$ cat src/rtl/idiv_pkg.sv
// ----------------------------------------------------------------------------
// idiv_pkg
// Shared types for the integer divider: controller states and the command
// group that the controller drives into the datapath.
// ----------------------------------------------------------------------------
`default_nettype none

package idiv_pkg;

	typedef enum logic [1:0] {
		ST_IDLE,
		ST_DIV,
		ST_FIX,
		ST_DONE
	} idiv_state_t;

	typedef struct packed {
		logic load;   // capture operand magnitudes and signs
		logic step;   // one restoring-division iteration
		logic fixup;  // apply result signs and zero-divisor override
	} idiv_cmd_t;

endpackage

`default_nettype wire

$ cat src/rtl/idiv_dp.sv
// ----------------------------------------------------------------------------
// idiv_dp
// Divider datapath: operand magnitude capture, radix-2 restoring iteration
// over a shared subtractor, and the final sign / zero-divisor fixup.
// ----------------------------------------------------------------------------
`default_nettype none

module idiv_dp #(
	parameter int DATA_WIDTH = 32
) (
	input  wire                     clk,
	input  wire                     arst_n,
	input  idiv_pkg::idiv_cmd_t     cmd,
	input  wire                     kind,
	input  wire  [DATA_WIDTH-1:0]   dividend,
	input  wire  [DATA_WIDTH-1:0]   divisor,
	output logic [DATA_WIDTH-1:0]   quotient,
	output logic [DATA_WIDTH-1:0]   remainder,
	output logic                    divide_by_zero
);

	logic [DATA_WIDTH-1:0] quo_q;
	logic [DATA_WIDTH-1:0] rem_q;
	logic [DATA_WIDTH-1:0] div_q;
	logic                  q_neg_q;
	logic                  r_neg_q;
	logic                  dz_q;

	logic                  a_neg;
	logic                  b_neg;
	logic [DATA_WIDTH-1:0] mag_a;
	logic [DATA_WIDTH-1:0] mag_b;
	logic [DATA_WIDTH:0]   partial;
	logic [DATA_WIDTH:0]   diff;

	assign a_neg = kind & dividend[DATA_WIDTH-1];
	assign b_neg = kind & divisor[DATA_WIDTH-1];
	// the minimum value negates to itself, which is its correct unsigned magnitude
	assign mag_a = a_neg ? (~dividend + 1'b1) : dividend;
	assign mag_b = b_neg ? (~divisor + 1'b1) : divisor;

	assign partial = {rem_q, quo_q[DATA_WIDTH-1]};
	assign diff    = partial - {1'b0, div_q};

	always_ff @(posedge clk or negedge arst_n) begin
		if (!arst_n) begin
			dz_q <= 1'b0;
		end else if (cmd.load) begin
			dz_q <= (divisor == '0);
		end
	end

	always_ff @(posedge clk) begin
		if (cmd.load) begin
			quo_q   <= mag_a;
			rem_q   <= '0;
			div_q   <= mag_b;
			q_neg_q <= a_neg ^ b_neg;
			r_neg_q <= a_neg;
		end else if (cmd.step) begin
			quo_q <= {quo_q[DATA_WIDTH-2:0], ~diff[DATA_WIDTH]};
			rem_q <= diff[DATA_WIDTH] ? partial[DATA_WIDTH-1:0] : diff[DATA_WIDTH-1:0];
		end else if (cmd.fixup) begin
			if (dz_q) begin
				quo_q <= '0;
				rem_q <= '0;
			end else begin
				quo_q <= q_neg_q ? (~quo_q + 1'b1) : quo_q;
				rem_q <= r_neg_q ? (~rem_q + 1'b1) : rem_q;
			end
		end
	end

	assign quotient       = quo_q;
	assign remainder      = rem_q;
	assign divide_by_zero = dz_q;

endmodule

`default_nettype wire

$ cat src/rtl/idiv_ctrl.sv
// ----------------------------------------------------------------------------
// idiv_ctrl
// Divider controller: sequences load, DATA_WIDTH iterations, fixup and the
// one-cycle result strobe.
// ----------------------------------------------------------------------------
`default_nettype none

module idiv_ctrl #(
	parameter int DATA_WIDTH = 32
) (
	input  wire                   clk,
	input  wire                   arst_n,
	input  wire                   start,
	output logic                  busy,
	output logic                  done,
	output idiv_pkg::idiv_cmd_t   cmd
);

	localparam int CNT_W = $clog2(DATA_WIDTH);
	localparam logic [CNT_W-1:0] CNT_LAST = CNT_W'(DATA_WIDTH - 1);

	idiv_pkg::idiv_state_t state_q;
	idiv_pkg::idiv_state_t state_d;
	logic [CNT_W-1:0]      cnt_q;
	logic                  accept;

	// a new beat may be taken in the cycle the previous result is shown
	assign accept = start && !busy;

	always_comb begin
		state_d = state_q;
		case (state_q)
			idiv_pkg::ST_IDLE: begin
				if (accept) state_d = idiv_pkg::ST_DIV;
			end
			idiv_pkg::ST_DIV: begin
				if (cnt_q == CNT_LAST) state_d = idiv_pkg::ST_FIX;
			end
			idiv_pkg::ST_FIX: begin
				state_d = idiv_pkg::ST_DONE;
			end
			idiv_pkg::ST_DONE: begin
				state_d = accept ? idiv_pkg::ST_DIV : idiv_pkg::ST_IDLE;
			end
			default: begin
				state_d = idiv_pkg::ST_IDLE;
			end
		endcase
	end

	always_comb begin
		busy      = 1'b0;
		done      = 1'b0;
		cmd.load  = 1'b0;
		cmd.step  = 1'b0;
		cmd.fixup = 1'b0;
		case (state_q)
			idiv_pkg::ST_IDLE: begin
				cmd.load = start;
			end
			idiv_pkg::ST_DIV: begin
				busy     = 1'b1;
				cmd.step = 1'b1;
			end
			idiv_pkg::ST_FIX: begin
				busy      = 1'b1;
				cmd.fixup = 1'b1;
			end
			idiv_pkg::ST_DONE: begin
				done     = 1'b1;
				cmd.load = start;
			end
			default: begin
				busy = 1'b0;
			end
		endcase
	end

	always_ff @(posedge clk or negedge arst_n) begin
		if (!arst_n) begin
			state_q <= idiv_pkg::ST_IDLE;
			cnt_q   <= '0;
		end else begin
			state_q <= state_d;
			if (state_q == idiv_pkg::ST_DIV) begin
				cnt_q <= cnt_q + 1'b1;
			end else begin
				cnt_q <= '0;
			end
		end
	end

	a_accept_starts: assert property (@(posedge clk) disable iff (!arst_n)
		accept |=> (state_q == idiv_pkg::ST_DIV) && (cnt_q == '0))
		else $error("accepted beat did not start iteration");

	a_iter_count: assert property (@(posedge clk) disable iff (!arst_n)
		(state_q == idiv_pkg::ST_DIV) && (cnt_q == CNT_LAST) |=> state_q == idiv_pkg::ST_FIX)
		else $error("iteration count overran");

	a_fix_to_done: assert property (@(posedge clk) disable iff (!arst_n)
		(state_q == idiv_pkg::ST_FIX) |=> done)
		else $error("fixup not followed by result strobe");

	a_cmd_excl: assert property (@(posedge clk) disable iff (!arst_n)
		$onehot0({cmd.load, cmd.step, cmd.fixup}))
		else $error("conflicting datapath commands");

endmodule

`default_nettype wire

$ cat src/rtl/int_divider_32.sv
// ----------------------------------------------------------------------------
// int_divider_32
// Sequential signed/unsigned integer divider with divide-by-zero flag.
// ----------------------------------------------------------------------------
// Usage:
//   Drive kind (0 unsigned, 1 signed), dividend and divisor with start high.
//   The beat is taken at a rising edge where start is high and busy is low.
//   DATA_WIDTH restoring iterations follow, one per cycle on a single
//   subtractor, then one sign fixup step; done then pulses for one cycle with
//   quotient, remainder and divide_by_zero valid. Busy stays high until
//   done, and a new beat can be taken in the done cycle.
//   Signed division truncates toward zero; the remainder follows the
//   dividend's sign. A zero divisor returns zero quotient and remainder with
//   divide_by_zero set. Minimum over minus one returns the minimum value.
//   The result must be captured in the done cycle; there is no backpressure.
//   Reset (arst_n low) returns the controller to idle with busy low.
// ----------------------------------------------------------------------------
`default_nettype none

module int_divider_32 #(
	parameter int DATA_WIDTH = 32
) (
	input  wire                     clk,
	input  wire                     arst_n,
	input  wire                     start,
	output logic                    busy,
	input  wire                     kind,
	input  wire  [DATA_WIDTH-1:0]   dividend,
	input  wire  [DATA_WIDTH-1:0]   divisor,
	output logic                    done,
	output logic [DATA_WIDTH-1:0]   quotient,
	output logic [DATA_WIDTH-1:0]   remainder,
	output logic                    divide_by_zero
);

	idiv_pkg::idiv_cmd_t cmd;

	idiv_ctrl #(
		.DATA_WIDTH(DATA_WIDTH)
	) u_ctrl (
		.clk    (clk),
		.arst_n (arst_n),
		.start  (start),
		.busy   (busy),
		.done   (done),
		.cmd    (cmd)
	);

	idiv_dp #(
		.DATA_WIDTH(DATA_WIDTH)
	) u_dp (
		.clk            (clk),
		.arst_n         (arst_n),
		.cmd            (cmd),
		.kind           (kind),
		.dividend       (dividend),
		.divisor        (divisor),
		.quotient       (quotient),
		.remainder      (remainder),
		.divide_by_zero (divide_by_zero)
	);

endmodule

`default_nettype wire

$ cat config.mk
export PLATFORM = sky130hd
export DESIGN_NAME = int_divider_32
export DESIGN_NICKNAME = d
export VERILOG_FILES = /design/src/rtl/idiv_pkg.sv /design/src/rtl/idiv_dp.sv /design/src/rtl/idiv_ctrl.sv /design/src/rtl/int_divider_32.sv
export SDC_FILE = /design/constraint.sdc
export NUM_CORES = 1
export LEC_CHECK = 0
export ABC_AREA = 1
export ABC_CLOCK_PERIOD_IN_PS = 3500
export BUFFER_PORTS_ARGS = -buffer_cell sky130_fd_sc_hd__buf_2
export CAP_MARGIN = 20
export CORE_UTILIZATION = 25
export CTS_CLUSTER_SIZE = 16
export DETAILED_ROUTE_END_ITERATION = 16
export GPL_ROUTABILITY_DRIVEN = 0
export GPL_TIMING_DRIVEN = 0
export PLACE_DENSITY_LB_ADDON = 0.3
export SLEW_MARGIN = 30
export SYNTH_ARGS = -nofsm -noshare
export SYNTH_HDL_FRONTEND = slang
export SYNTH_HIERARCHICAL = 1
export SYNTH_SLANG_ARGS = --single-unit
$ cat constraint.sdc
create_clock -name clk -period 3.5 [get_ports clk]
set_input_delay 0.175 -clock clk [delete_from_list [all_inputs] [get_ports clk]]
set_output_delay 0.175 -clock clk [all_outputs]
set_load 0.05 [all_outputs]
==> flow_summary_export.csv <==
group,metric,value,unit
status,status,"completed",
critical_path,rr_endpoint,"u_dp/quotient[31]$_DFFE_PP_",
critical_path,path_buf_inv,6,
critical_path,worstRegToRegCells,10,
job,max-cap-violations,0,
drt,wire_per_inst,16.17,um
sta,tns,0,ps
critical_path,arrival,3130,ps
placed_design,port_buffers,134,
critical_path,startpoint,"u_ctrl/state_q[0]$_DFFE_PN0P_",
critical_path,critPathTopFamily,"buffers and inverters",
power,vdd_drop_max,588.7,uV
drt,antenna_left,0,
cts,cts_buffer_depth,2,
global_routing,grt_max_degree,32,
global_routing,grt_pass1_wl,61.64,mm
drt,drcViolationCount,0,
critical_path,crit_path_cell_trace,"inv_1 -> ha_1 -> inv_2 -> nand2_1 -> clkinvlp_4 -> clkbuf_1 -> nor2_1 -> clkinv_1 -> o22ai_1 -> inv_4",
logic_synthesis,syn_area,0.01079,mm2
sta,worst_slew_pin_slew,841.2,ps
global_routing,grt_use_total,18.03,%
logic_synthesis,yosys_warnings,6,
critical_path,critPathCaptureType,"register",
drt,routed_via_density,4.843,
critical_path,crit_required,3570,ps
cts,clk_latency,370,ps
layout,drive_gt1_share,12.45,%
power,clock_power_share,7.5,%
sta,fin_crit,3059,ps
cts,numCtsBuffers,9,
logic_synthesis,ys_seq_elements,106,
power,p_sw_share,60.53,%
power,p_int,5.447,mW
cts,root_buffer,"clkbuf_16",
drt,via_count,11910,
cts,cts_tree,"yes",
floorplan,io_pins,135,
floorplan,die-area,0.04401,mm2
drt,dr.pass1.iters,6,
power,p_sw,8.353,mW
critical_path,reg2reg_from,"u_ctrl/state_q[0]$_DFFE_PN0P_",
sta,fin_ws,441.5,ps
sta,relSlewSlack,43.92,%
layout,fin_nets,2026,
floorplan,die_y,209.8,um
floorplan,fp.dieW,209.8,um
global_routing,antenna_found_initial,0,
floorplan,std_cell_rows,75,
placed_design,pre_cts_slack,-561.3,ps
global_routing,grt_pass1_vias,11180,
critical_path,crit_path_max_fanout,31,
cts,path_clk_slew,80,ps
power,powerDensity,1106,mW/mm2
power,pwr-share-comb,71.3,%
logic_synthesis,yosysUniqueCellTypes,53,
logic_synthesis,synthArstFlopShare,7.547,%
sta,slew_viol_final,0,
worst_hold_path,holdCritPathClass,"in2reg",
logic_synthesis,synth-main-ff-cell,"edfxtp_1",
critical_path,start_kind,"register",
logic_synthesis,synth_edf_count,66,
sta,setup_viol,0,
layout,syn_to_final_growth,15.58,%
critical_path,worstSetupPathType,"reg2reg",
layout,diodes,0,
critical_path,cp.depth,10,
floorplan,design.core.area,0.04223,mm2
cts,cts.sinks,106,
sta,max_freq,0.3270,GHz
power,share_seq_of_total_power,21.2,%
logic_synthesis,avgSynthCellArea,6.116,um2
sta,finalHoldViolations,0,
power,finalPower,13.80,mW
floorplan,start_util,25.56,%
power,leakagePower,6.327,nW
critical_path,critPathCapture,"u_dp/quotient[31]$_DFFE_PP_",
logic_synthesis,syn_nets,1877,
drt,drtIter0Drc,855,
critical_path,slowest_stage,"dfrtp_1",
drt,wirelength,39.74,mm
critical_path,max_stage_delay,430,ps
sta,finalCritPeriodShare,87.39,%
sta,rsz0062_at_grt,"false",
logic_synthesis,synth-seq-area-share,26.15,%
critical_path,r2r_slack,440,ps
cts,cts_htree_levels,3,
logic_synthesis,syn_inst,1765,
global_routing,overflow,0,
placed_design,dp_hpwl,32.66,mm
sta,skew,12.95,ps
[cells by family after synthesis]
kind of cell	share of synthesized area, %
DFF	26.15
adders and majority gates	5.170
AOI/OAI and AO/OA	13.06
xor gates and xnor gates	3.976
and+or+nand+nor	38.07
buffers and inverters	13.57
[power by group through the flow]
stage	Sequential, mW	Combinational [mW]	Clock (mW)
6_report	2.92	9.84	1.04
5_1_grt	3.02	10.9	1.10
4_1_cts	2.94	9.74	1.06
3_5_place_dp	2.97	9.67	0
3_3_place_gp	2.96	9.62	0
2_1_floorplan	3.87	5.94	0
[metal layers]
layer / vias up / global-route usage (%) / share of wire (%)
li1: 5967 / - / -
met1: 5460 / 24.96 / 47
met2: 425 / 29.00 / 45
met3: 53 / 1.960 / 5.8
met4: 0 / 6.242 / 2.6
met5: - / 0 / 0
[cell type report]
class                      count  area [um2]
clock buffer                   9       225.2
timing repair buffer         137       698.2
fill                        4745       29750
clock inverter                 7       60.06
multi-input combinational   1282        6514
inverter                     338        1275
buffer                        39       201.4
timing repair inverter         1       5.005
sequential                   106        2823
tap                          539       674.4
[worst reg2reg max path, stage by stage (launching register included)]
cell and delay (ps):
dfrtp_1 430, inv_1 110, ha_1 310, inv_2 50, nand2_1 180, clkinvlp_4 170
clkbuf_1 310, nor2_1 230, clkinv_1 350, o22ai_1 340, inv_4 230
[repair_timing]
action,in CTS,in global routing
hold buffers,2,0
setup buffers,0,1
gates cloned,1,0
resized for setup,5,4
endpoints found under the hold margin,9,0
setup endpoints to repair,78,69
[through the flow]
step                utilization, %  hold WS, ps  area, um2  instances
detailed placement           28.76        30.21      12140       2438
global route                 29.54        125.1      12480       2458
CTS                          29.52        120.1      12470       2457
global placement             28.76        27.37      12140       2438
finish                       29.54        129.9      12480       2458
floorplan                        -       -120.6      10800       1765
[cells in the mapped netlist (3+ instances only)]
library cell,instances,share of area [%]
nand3_1,175,8.1
nand2_1,476,17
inv_2,16,0.56
edfxtp_1,66,18
nor2_2,7,0.41
dfxtp_1,32,5.9
nor4_1,3,0.17
dfrtp_1,8,1.9
buf_2,10,0.46
nor3_2,5,0.46
a21oi_2,3,0.24
clkbuf_1,21,0.73
o221ai_1,13,1.1
o22ai_1,4,0.23
o211ai_1,12,0.83
buf_4,3,0.21
ha_1,43,5.0
a31oi_1,7,0.41
o21ai_0,95,4.4
a21oi_1,97,4.5
o21bai_1,3,0.21
nor2_1,177,6.2
nand2_2,12,0.70
inv_1,318,11
or2_1,3,0.17
xnor2_1,12,0.97
nand2_4,8,0.83
and2_1,4,0.23
clkinv_1,4,0.14
xor2_1,37,3.0
o21ai_1,7,0.32
nor3_1,20,0.93
nand4_1,35,2.0
[flip-flops by register name, indices dropped and copies added, names as in the netlist]
signal / count
u_dp/remainder: 32
u_dp/div_q: 32
u_dp/divide_by_zero: 1
u_ctrl/state_q: 2
u_ctrl/cnt_q: 5
u_dp/q_neg_q: 1
u_dp/quotient: 32
u_dp/r_neg_q: 1
[how the worst min path moves through the flow]
stage	cells past startpoint	from	end	slack, ps
detailed placement	1	arst_n	u_ctrl/state_q[0]$_DFFE_PN0P_	30
global placement	1	arst_n	u_ctrl/state_q[0]$_DFFE_PN0P_	30
CTS	2	divisor[8]	u_dp/div_q[8]$_DFFE_PP_	120
global route	2	divisor[28]	u_dp/div_q[28]$_DFFE_PP_	130
floorplan	0	arst_n	u_ctrl/cnt_q[0]$_DFF_PN0_	-120
finish	4	divisor[28]	u_dp/divide_by_zero$_DFFE_PN0P_	130
[cells in the final DEF, fill, tap and decap left out, drive strengths merged]
cell type,count
nand2,497
a21oi,101
nand3,176
o21ai,104
o31ai,2
buf,153
and2,5
ha,43
inv,337
clkbuf,30
nand3b,2
nand4,35
and3,1
or2,5
nor3b,1
clkinv,6
o21a,2
xnor2,12
o21bai,3
a41oi,1
nor2,186
a22oi,1
dfrtp,8
dlygate4sd3,2
nor3,27
xor2,37
o22ai,4
edfxtp,66
o221ai,13
dfxtp,32
clkinvlp,3
fa,1
nor4,3
a31oi,7
o211ai,13
Note: power is estimated with default switching activity, not from simulation.
